**src/hdl/assert_macros.svh**
```systemverilog
// Assertion macros shared by the receiver modules.
`ifndef ASSERT_MACROS_SVH
`define ASSERT_MACROS_SVH

// Checks a property at every rising clock edge outside of reset.
`define ASSERT_CLK(label, prop, msg) \
   label: assert property (@(posedge clock) disable iff (reset) (prop)) else $error(msg);

// Checks that a condition never holds outside of reset.
`define ASSERT_NEVER(label, expr, msg) \
   `ASSERT_CLK(label, !(expr), msg)

`endif

```
**src/hdl/crc8pfr_pkg.sv**
```systemverilog
// Types, constants and the CRC-8 byte update for the framed packet receiver.
package crc8pfr_pkg;

   localparam logic [7:0] SYNC_FIRST  = 8'hAA;
   localparam logic [7:0] SYNC_SECOND = 8'h55;
   localparam logic [7:0] CRC_POLY    = 8'h07;
   localparam logic [7:0] CRC_INIT    = 8'h00;

   localparam logic [8:0] POS_SYNC_FIRST  = 9'd0;
   localparam logic [8:0] POS_SYNC_SECOND = 9'd1;
   localparam logic [8:0] POS_TYPE        = 9'd2;
   localparam logic [8:0] POS_TOTAL       = 9'd4;
   localparam logic [8:0] POS_SEQ         = 9'd5;
   localparam logic [8:0] POS_LEN         = 9'd6;
   localparam logic [8:0] POS_CRC         = 9'd7;
   localparam logic [8:0] POS_PAYLOAD     = 9'd8;
   localparam logic [8:0] POS_MAX         = 9'd511;

   localparam logic [7:0] TYPE_DATA  = 8'd1;
   localparam logic [7:0] TYPE_START = 8'd2;
   localparam logic [7:0] TYPE_STOP  = 8'd3;

   localparam logic [7:0] SEQ_FIRST = 8'd1;

   typedef enum logic {
      REPLY_ACK  = 1'b0,
      REPLY_NACK = 1'b1
   } reply_kind_type;

   typedef enum logic [2:0] {
      EV_NONE      = 3'd0,
      EV_START     = 3'd1,
      EV_STOP      = 3'd2,
      EV_STORED    = 3'd3,
      EV_COMPLETE  = 3'd4,
      EV_OVERFLOW  = 3'd5,
      EV_OUT_ORDER = 3'd6
   } frame_event_type;

   // Summary of a frame whose final word has just been taken in.
   typedef struct packed {
      logic       judged;
      logic       crc_ok;
      logic [7:0] ftype;
      logic [7:0] total;
      logic [7:0] seq;
      logic [7:0] len;
   } verdict_type;

   // MSB-first CRC-8 update over one byte, no reflection.
   function automatic logic [7:0] crc8_next(input logic [7:0] crc, input logic [7:0] data);
      logic [7:0] v;
      v = crc ^ data;
      for (int k = 0; k < 8; k++) begin
         v = v[7] ? ((v << 1) ^ CRC_POLY) : (v << 1);
      end
      return v;
   endfunction

endpackage

```
**src/hdl/crc8pfr_frame.sv**
```systemverilog
// Frame parser: byte position, header capture, sync check and running CRC.
module crc8pfr_frame
   import crc8pfr_pkg::*;
(
   input  logic        clock,
   input  logic        reset,
   input  logic        step,
   input  logic [7:0]  data_byte,
   input  logic        last_byte,
   output verdict_type verdict
);

   logic [8:0] pos_ff, pos_in;
   logic       good_ff, good_in;
   logic [7:0] crc_ff, crc_in;
   logic [7:0] type_ff, type_in;
   logic [7:0] total_ff, total_in;
   logic [7:0] seq_ff, seq_in;
   logic [7:0] len_ff, len_in;
   logic [7:0] rcrc_ff, rcrc_in;
   logic       in_header_crc;
   logic       in_payload;
   logic [9:0] frame_len;
   logic [9:0] need_len;
   logic       drop;

   always_comb begin
      in_header_crc = (pos_ff >= POS_TYPE) && (pos_ff <= POS_LEN);
      in_payload    = (pos_ff >= POS_PAYLOAD) && ((pos_ff - POS_PAYLOAD) < {1'b0, len_ff});

      good_in = good_ff;
      if ((pos_ff == POS_SYNC_FIRST) && (data_byte != SYNC_FIRST)) begin
         good_in = 1'b0;
      end
      if ((pos_ff == POS_SYNC_SECOND) && (data_byte != SYNC_SECOND)) begin
         good_in = 1'b0;
      end

      crc_in   = (in_header_crc || in_payload) ? crc8_next(crc_ff, data_byte) : crc_ff;
      type_in  = (pos_ff == POS_TYPE)  ? data_byte : type_ff;
      total_in = (pos_ff == POS_TOTAL) ? data_byte : total_ff;
      seq_in   = (pos_ff == POS_SEQ)   ? data_byte : seq_ff;
      len_in   = (pos_ff == POS_LEN)   ? data_byte : len_ff;
      rcrc_in  = (pos_ff == POS_CRC)   ? data_byte : rcrc_ff;

      frame_len = {1'b0, pos_ff} + 10'd1;
      need_len  = {1'b0, POS_PAYLOAD} + {2'b00, len_in};
      drop      = (frame_len < {1'b0, POS_PAYLOAD}) || !good_in || (frame_len < need_len);

      verdict.judged = last_byte && !drop;
      verdict.crc_ok = (crc_in == rcrc_in);
      verdict.ftype  = type_in;
      verdict.total  = total_in;
      verdict.seq    = seq_in;
      verdict.len    = len_in;

      if (last_byte) begin
         pos_in = '0;
      end else if (pos_ff == POS_MAX) begin
         pos_in = pos_ff;
      end else begin
         pos_in = pos_ff + 9'd1;
      end
   end

   always_ff @(posedge clock) begin
      if (reset) begin
         pos_ff   <= '0;
         good_ff  <= 1'b1;
         crc_ff   <= CRC_INIT;
         type_ff  <= '0;
         total_ff <= '0;
         seq_ff   <= '0;
         len_ff   <= '0;
         rcrc_ff  <= '0;
      end else if (step) begin
         pos_ff   <= pos_in;
         good_ff  <= last_byte ? 1'b1 : good_in;
         crc_ff   <= last_byte ? CRC_INIT : crc_in;
         type_ff  <= type_in;
         total_ff <= total_in;
         seq_ff   <= seq_in;
         len_ff   <= len_in;
         rcrc_ff  <= rcrc_in;
      end
   end

   `include "assert_macros.svh"

   `ASSERT_CLK(a_frame_restart, (step && last_byte) |=> (pos_ff == '0 && good_ff && crc_ff == CRC_INIT), "Frame state not cleared after the final word.")

endmodule

```
**src/hdl/crc8pfr_track.sv**
```systemverilog
// Sequence and fill tracking that turns a judged frame into a reply.
module crc8pfr_track
   import crc8pfr_pkg::*;
#(
   parameter int unsigned STORE_DEPTH = 4096,
   localparam int unsigned FillW = $clog2(STORE_DEPTH + 1)
) (
   input  logic             clock,
   input  logic             reset,
   input  logic             step,
   input  verdict_type      verdict,
   output reply_kind_type   kind,
   output frame_event_type  event_code,
   output logic [FillW-1:0] fill_level
);

   localparam logic [FillW:0] DepthLimit = (FillW + 1)'(STORE_DEPTH);

   logic [FillW-1:0] fill_ff, fill_in;
   logic [7:0]       exp_ff, exp_in;
   logic [FillW-1:0] fill_base;
   logic [7:0]       exp_base;
   logic [FillW:0]   fill_sum;

   always_comb begin
      fill_base = (verdict.seq == SEQ_FIRST) ? '0 : fill_ff;
      exp_base  = (verdict.seq == SEQ_FIRST) ? SEQ_FIRST : exp_ff;
      fill_sum  = {1'b0, fill_base} + (FillW + 1)'(verdict.len);

      kind       = REPLY_ACK;
      event_code = EV_NONE;
      fill_in    = fill_ff;
      exp_in     = exp_ff;

      if (!verdict.crc_ok) begin
         kind = REPLY_NACK;
      end else begin
         unique case (verdict.ftype)
            TYPE_DATA: begin
               exp_in  = exp_base;
               fill_in = fill_base;
               if (verdict.seq != exp_base) begin
                  kind       = REPLY_NACK;
                  event_code = EV_OUT_ORDER;
               end else if (fill_sum > DepthLimit) begin
                  fill_in    = '0;
                  event_code = EV_OVERFLOW;
               end else if (verdict.seq == verdict.total) begin
                  fill_in    = '0;
                  exp_in     = '0;
                  event_code = EV_COMPLETE;
               end else begin
                  fill_in    = fill_sum[FillW-1:0];
                  exp_in     = exp_base + 8'd1;
                  event_code = EV_STORED;
               end
            end
            TYPE_START: event_code = EV_START;
            TYPE_STOP:  event_code = EV_STOP;
            default:    event_code = EV_NONE;
         endcase
      end

      fill_level = fill_in;
   end

   always_ff @(posedge clock) begin
      if (reset) begin
         fill_ff <= '0;
         exp_ff  <= '0;
      end else if (step && verdict.judged) begin
         fill_ff <= fill_in;
         exp_ff  <= exp_in;
      end
   end

   `include "assert_macros.svh"

   `ASSERT_NEVER(a_fill_bounded, {1'b0, fill_ff} > DepthLimit, "Fill level passed the store depth.")

endmodule

```
**src/hdl/crc8_packet_frame_receiver.sv**
```systemverilog
// Top level of the CRC-8 framed packet receiver.
// The receiver takes one word per cycle, back to back, unless the input stalls, and gives one
// reply word for each complete frame with a good header; a word is held in the input register
// and, when it advances, its reply is registered in the result register. The input stalls
// only while a final word waits for a full result register that is itself stalled. The fill
// level counts payload bytes of the current data set and never exceeds STORE_DEPTH.
module crc8_packet_frame_receiver
   import crc8pfr_pkg::*;
#(
   parameter int unsigned STORE_DEPTH = 4096,
   localparam int unsigned FillW = $clog2(STORE_DEPTH + 1)
) (
   input  logic             clock,
   input  logic             reset,
   input  logic             req_valid,
   output logic             req_stall,
   input  logic [7:0]       req_data_byte,
   input  logic             req_last_byte,
   output logic             rsp_valid,
   input  logic             rsp_stall,
   output logic             rsp_reply_kind,
   output logic [7:0]       rsp_reply_seq,
   output logic [2:0]       rsp_frame_event,
   output logic [FillW-1:0] rsp_fill_level
);

   logic             in_vld_ff;
   logic [7:0]       in_byte_ff;
   logic             in_last_ff;
   logic             rsp_free;
   logic             advance;
   verdict_type      verdict;
   reply_kind_type   kind;
   frame_event_type  event_code;
   logic [FillW-1:0] fill_level;

   logic             out_vld_ff, out_vld_in;
   reply_kind_type   out_kind_ff;
   logic [7:0]       out_seq_ff;
   frame_event_type  out_event_ff;
   logic [FillW-1:0] out_fill_ff;

   assign rsp_free  = !out_vld_ff || !rsp_stall;
   assign advance   = in_vld_ff && (rsp_free || !in_last_ff);
   assign req_stall = in_vld_ff && !advance;

   always_ff @(posedge clock) begin
      if (reset) begin
         in_vld_ff <= 1'b0;
      end else if (!req_stall) begin
         in_vld_ff <= req_valid;
      end
   end

   always_ff @(posedge clock) begin
      if (!req_stall) begin
         in_byte_ff <= req_data_byte;
         in_last_ff <= req_last_byte;
      end
   end

   crc8pfr_frame u_frame (
      .clock     (clock),
      .reset     (reset),
      .step      (advance),
      .data_byte (in_byte_ff),
      .last_byte (in_last_ff),
      .verdict   (verdict)
   );

   crc8pfr_track #(
      .STORE_DEPTH (STORE_DEPTH)
   ) u_track (
      .clock      (clock),
      .reset      (reset),
      .step       (advance),
      .verdict    (verdict),
      .kind       (kind),
      .event_code (event_code),
      .fill_level (fill_level)
   );

   always_comb begin
      if (advance && verdict.judged) begin
         out_vld_in = 1'b1;
      end else if (!rsp_stall) begin
         out_vld_in = 1'b0;
      end else begin
         out_vld_in = out_vld_ff;
      end
   end

   always_ff @(posedge clock) begin
      if (reset) begin
         out_vld_ff <= 1'b0;
      end else begin
         out_vld_ff <= out_vld_in;
      end
   end

   always_ff @(posedge clock) begin
      if (advance && verdict.judged) begin
         out_kind_ff  <= kind;
         out_seq_ff   <= verdict.seq;
         out_event_ff <= event_code;
         out_fill_ff  <= fill_level;
      end
   end

   assign rsp_valid       = out_vld_ff;
   assign rsp_reply_kind  = out_kind_ff;
   assign rsp_reply_seq   = out_seq_ff;
   assign rsp_frame_event = out_event_ff;
   assign rsp_fill_level  = out_fill_ff;

   `include "assert_macros.svh"

   `ASSERT_CLK(a_stall_cause, req_stall |-> (in_vld_ff && in_last_ff && out_vld_ff && rsp_stall), "Input stalled without a waiting final word.")
   `ASSERT_CLK(a_reply_source, (out_vld_ff && !$past(out_vld_ff)) |-> $past(advance && in_last_ff), "Reply raised without a final word.")

endmodule

```
**config.mk**
```make
export PLATFORM = sky130hd
export DESIGN_NAME = crc8_packet_frame_receiver
export DESIGN_NICKNAME = d
export VERILOG_FILES = /design/src/hdl/crc8pfr_pkg.sv /design/src/hdl/crc8pfr_frame.sv /design/src/hdl/crc8pfr_track.sv /design/src/hdl/crc8_packet_frame_receiver.sv
export VERILOG_INCLUDE_DIRS = /design/src /design/src/hdl
export SDC_FILE = /design/constraint.sdc
export NUM_CORES = 1
export LEC_CHECK = 0
export BUFFER_PORTS_ARGS = -buffer_cell sky130_fd_sc_hd__buf_2
export CAP_MARGIN = 40
export CORE_AREA = 2 2 99 173
export CTS_BUF_LIST = sky130_fd_sc_hd__clkbuf_4 sky130_fd_sc_hd__clkbuf_8 sky130_fd_sc_hd__clkbuf_16
export DETAILED_ROUTE_END_ITERATION = 10
export DIE_AREA = 0 0 101 175
export PLACE_DENSITY = 0.64
export SETUP_SLACK_MARGIN = 0.2
export SYNTH_ARGS = -nofsm -noshare
export SYNTH_HDL_FRONTEND = slang
export SYNTH_SLANG_ARGS = --single-unit
```
**constraint.sdc**
```tcl
create_clock -name clock -period 17.87 [get_ports clock]
set_clock_uncertainty 0.15 [all_clocks]
set_input_delay 3.574 -clock clock [delete_from_list [all_inputs] [get_ports clock]]
set_output_delay 3.574 -clock clock [all_outputs]
set_load 0.02 [all_outputs]
```
# Word level (Yosys, flattened, before mapping)

Index checks and enable logic that the tools add are counted.

Register bits after elaboration: 115
Input bits: 13
Output and inout port bits: 27
Word-level logic and storage cells: 118

Add/subtract/negate cells: 6
Order comparisons: 7
Eq/ne operators: 18
Mux-type cells: 38
Bitwise gates (word level): 9
Reduce and logical (&&, ||, !) cells: 22

Operators by type and width:

| operator                                                                           | count |
|---|---|
| 8-bit two-way mux                                                                  | 11 |
| 13-bit two-way mux                                                                 | 6 |
| 9-bit by 3-bit equality test with 1-bit output (second input constant)             | 4 |
| 3-bit two-way mux                                                                  | 11 |
| 3-bit NOT                                                                          | 8 |
| 9-bit two-way mux                                                                  | 2 |
| 8-bit by 1-bit equality test with 1-bit output (second input constant)             | 2 |
| 8-bit by 2-bit equality test with 1-bit output (second input constant)             | 2 |
| 8-bit equality test                                                                | 2 |
| 13-bit by 8-bit adder with 14-bit output                                           | 1 |
| 14-bit by 13-bit greater-than comparator with 1-bit output (second input constant) | 1 |
| 9-bit by 1-bit adder with 10-bit output (second input constant)                    | 1 |
| 10-bit < comparator                                                                | 1 |
| 10-bit by 4-bit < comparator with 1-bit output (second input constant)             | 1 |
| 4-bit by 8-bit adder with 9-bit output (first input constant)                      | 1 |
| 9-bit by 1-bit adder with 9-bit output (second input constant)                     | 1 |
| 9-bit by 1-bit equality test with 1-bit output (second input constant)             | 1 |
| 9-bit by 2-bit equality test with 1-bit output (second input constant)             | 1 |
| 9-bit equality test (second input constant)                                        | 1 |
| 9-bit by 2-bit >= comparator with 1-bit output (second input constant)             | 1 |
| 9-bit by 4-bit >= comparator with 1-bit output (second input constant)             | 1 |
| 9-bit by 3-bit <= comparator with 1-bit output (second input constant)             | 1 |
| 9-bit logical NOT                                                                  | 1 |
| 9-bit by 8-bit < comparator with 1-bit output                                      | 1 |
| other kinds (15)                                                                   | 37 |

# Logic depth before layout (Yosys ltp)

Word-level depth: 20
Depth in mapped cells: 22
Depth with buffers taken out: 19

# Modules after synthesis

A second synthesis with hierarchy kept.

Cells, all modules: 819
Area total of the unflattened synthesis: 7357.1 µm²

Modules (own cells, without submodules):

| module                     | instances | cells each | area each (µm²) | sequential area each (µm²) |
|---|---|---|---|---|
| crc8pfr_frame              | 1         | 483        | 4085.2          | 1161.1 |
| crc8pfr_track              | 1         | 290        | 2153.3          | 420.4 |
| crc8_packet_frame_receiver | 1         | 46         | 1118.6          | 1061.0 |

# Worst setup path after synthesis

Ideal clock, no wire load.

Path type: input -> output
Start point: input port rsp_stall
End point: output port req_stall
Arrival: 4190 ps
Required time: 14146 ps
Setup slack: 9956 ps
Cell stages on the path: 2
Path buffers: 0
Cells stage by stage: nand4_1 -> inv_1

Longest elaborated chain between the ends: 6

RTL lines:

| element           | line                             | RTL |
|---|---|---|
| from (decl)       | crc8_packet_frame_receiver.sv:20 | `input logic rsp_stall,` |
| 1-bit logical NOT | --                               |  |
| 1-bit logical OR  | crc8_packet_frame_receiver.sv:43 | `assign rsp_free = !out_vld_ff \|\| !rsp_stall;` |
| 1-bit logical OR  | crc8_packet_frame_receiver.sv:44 | `assign advance = in_vld_ff && (rsp_free \|\| !in_last_ff);` |
| 1-bit logical AND | crc8_packet_frame_receiver.sv:44 |  |
| 1-bit logical NOT | crc8_packet_frame_receiver.sv:45 | `assign req_stall = in_vld_ff && !advance;` |
| 1-bit logical AND | crc8_packet_frame_receiver.sv:45 |  |
| to (decl)         | crc8_packet_frame_receiver.sv:16 | `output logic req_stall,` |

No other way between the ends.

# Worst setup path after layout

Ends and elaborated chain as after synthesis.

==> metrics.cfg <==
[run_status]
status=complete, no violations

[synth]
synth_nets=985
yosysUniqueCellTypes=86
synth-seq-area-share_pct=33.1
synth_cells=938
syn_area_per_cell_um2=8.51
synth_seq_cells=115
synth_area_mm2=0.00798
synth_edf_count=34
async_flop_share_pct=0
ys_warn_count=0
ys.flop_type=dfxtp_1

[worst_setup_path]
worstPathCellList=buf_2, nand4_1, inv_1, buf_2
crit_type=input pin to output port
reg2reg_depth=16
r2r-end=rsp_fill_level[2]
max_stage_delay_ns=0.39
crit_buf_inv=3
cp_common_cell=buf_2
slowest_stage=nand4_1
critPathLaunch=rsp_stall
reg2reg_from=u_frame.pos_ff[2]
end_kind=output port
path_depth=4
required_ns=14.15
worst_setup_path_start_kind=input pin
cp_max_fo=10
critical_path.endpoint=req_stall
arrival_ns=4.43
ff2ff_setup_slack_ns=11.04
crit_family=buffers and inverters

[clocking]
post_cts_buffers=0
root_buffer=clkbuf_16
cts_buffer_depth=2
clk_latency_ns=0.43
clkTransAtPathRegs_ns=0.06
cts-hold-fix-buffers=0
h-tree-depth=4
cts_tree=done
numCtsBuffers=17
cts_resized=0
cts_sinks=115

[grt]
antenna_found_initial=0
grt_max_degree=58
grt_usage_pct=25.1
overflow=0
grt_pass1_vias=6651
grt_pass1_wl_um=34600

[power]
power_frac_comb_pct=10.4
p_leak_nw=3.37
p_sw_share_pct=26.0
intPower_uw=514
p_switching_uw=180
p_per_area_mw_per_mm2=78.5
vdd_ir_drop_max_mv=0.0532
sequentialPowerShare_pct=40.0
clkPwrFrac_pct=49.5

[floorplan]
rows=62
core-area_mm2=0.0163
ios=40
start_util_pct=49.0
fp.dieH_um=175
die_x_um=101
dieArea_mm2=0.0177

[layout]
syn2layout_area_growth_pct=10.8
layout-drive-gt1-share_pct=11.5
n_antenna_cell=0
mostFrequentLayoutCell=nor2_1
final_cell_mix=100 x nor2_1, 81 x dfxtp_1, 78 x nand2_1, 53 x xnor2_1, 51 x a21oi_1
fin_nets=991
instances_no_fill=1149

[sta]
grt_setup_unrepaired=false
relSlewSlack_pct=42.9
final.min_clock_period_ns=8.16
finalMaxSlewViolations=0
setup_viol=0
finalSetupTns_ns=0
tightestPinTransition_ns=0.854
max_freq_mhz=123
fin_crit_sh_pct=45.7
report.final.hold_viol_count=0

[min_path]
holdCritPathClass=flip-flop to flip-flop
min_path_cells=2

[place]
io_buffers=39
gp_congestion=0.839
dp_cells=1117
dp_hpwl_um=15300

[route]
postRouteAntennaNets=0
routedWlPerCell_um=18.6
drt-total-wl_um=21400
dr.pass1.iters=5
drt_iter0_drc=430
avgViaCountPerCell=5.96
vias=6845
drcViolationCount=0

[run]
cap_viol_max_count=0

[per-stage QoR]
stage	utilization, %	worst slack, ns	total power [mW]	hold WS (ns)	cell area, um^2
floorplan	-	9.96	0.336	0.286	7980
global placement	50.4	9.70	0.355	0.293	8210
detailed placement	50.6	9.67	0.355	0.301	8250
CTS	54.3	9.68	0.700	0.310	8850
global route	54.3	9.58	0.719	0.329	8850
finish	54.3	9.71	0.694	0.307	8850
[worst min-delay path: cells and delay by family (launching register included)]
kind | cells | cell delay [ns]
and+or+nand+nor | 1 | 0.05
AOI/OAI and AO/OA | 1 | 0.05
DFF | 1 | 0.31
[cell families after synthesis]
group	after synthesis	synth area share, %
flip-flops	115	33.1
adder cells (fa/ha/maj)	34	5.42
buffers and inverters	108	5.55
multiplexers	45	5.89
AO/OA/AOI/OAI	221	18.9
XOR/XNOR	83	9.75
AND/OR/NAND/NOR	332	21.4
[flip-flops by register name (all words and copies together) (netlist names)]
register / cells
rsp_reply_kind: 1
u_frame.crc_ff: 8
u_frame.type_ff: 8
rsp_valid: 1
u_frame.total_ff: 8
rsp_fill_level: 13
u_frame.rcrc_ff: 8
in_vld_ff: 1
in_byte_ff: 8
u_frame.seq_ff: 8
u_frame.pos_ff: 9
u_frame.len_ff: 8
in_last_ff: 1
rsp_frame_event: 3
u_track.fill_ff: 13
u_track.exp_ff: 8
u_frame.good_ff: 1
rsp_reply_seq: 8
[layout make-up]
class / count / area [um^2]
fillers: 1554 / 7440
multi-input cells: 715 / 4910
flip-flops and latches: 115 / 2640
clock buffers: 22 / 504
repair buffers: 48 / 283
well taps: 192 / 240
inverters: 47 / 176
clock inverters: 10 / 96.3
[cell usage after synthesis (8+ instances only)]
cell | count | area share [%]
nor2_1 | 100 | 4.7
dfxtp_1 | 81 | 20
nand2_1 | 78 | 3.7
xnor2_1 | 53 | 5.8
a21oi_1 | 51 | 3.2
inv_1 | 46 | 2.2
clkbuf_1 | 38 | 1.8
mux2i_1 | 38 | 4.8
edfxtp_1 | 34 | 13
nand3_1 | 34 | 2.1
o21ai_0 | 34 | 2.1
ha_1 | 33 | 5.2
xor2_1 | 25 | 2.7
a211oi_1 | 22 | 2.1
a22oi_1 | 19 | 1.8
nor3_1 | 19 | 1.2
buf_2 | 15 | 0.94
and2_1 | 14 | 1.1
o21ai_1 | 14 | 0.88
o211ai_1 | 13 | 1.2
or3_1 | 12 | 0.94
and3_1 | 9 | 0.71
nand2b_1 | 9 | 0.71
nand4_1 | 9 | 0.71
o21a_1 | 8 | 0.75
[metal layers]
layer / up-vias / GRT usage, % / part of all wire [%]
li1: 3373 / - / -
met1: 3279 / 28.6 / 40
met2: 144 / 44.9 / 53
met3: 49 / 4.52 / 3.2
met4: 0 / 11.1 / 3.2
met5: - / 0 / 0
[worst min path at each step]
stage	start	slack, ns	end
3_5_place_dp	u_frame.rcrc_ff[5]	0.30	u_frame.rcrc_ff[5]
2_1_floorplan	u_frame.rcrc_ff[4]	0.29	u_frame.rcrc_ff[4]
5_1_grt	u_frame.rcrc_ff[5]	0.33	u_frame.rcrc_ff[5]
6_report	u_frame.rcrc_ff[5]	0.31	u_frame.rcrc_ff[5]
4_1_cts	u_frame.rcrc_ff[5]	0.31	u_frame.rcrc_ff[5]
3_3_place_gp	u_frame.rcrc_ff[7]	0.29	u_frame.rcrc_ff[7]
[power groups by stage]
stage                     combinational (mW)  clock (mW)  sequential, mW
after floorplan                       0.0569           0           0.279
after global placement                0.0713           0           0.283
after detailed placement              0.0720           0           0.283
after CTS                             0.0727       0.350           0.278
after global routing                  0.0807       0.360           0.278
final                                 0.0725       0.344           0.278
No activity file was read; power rests on OpenSTA's default activity.
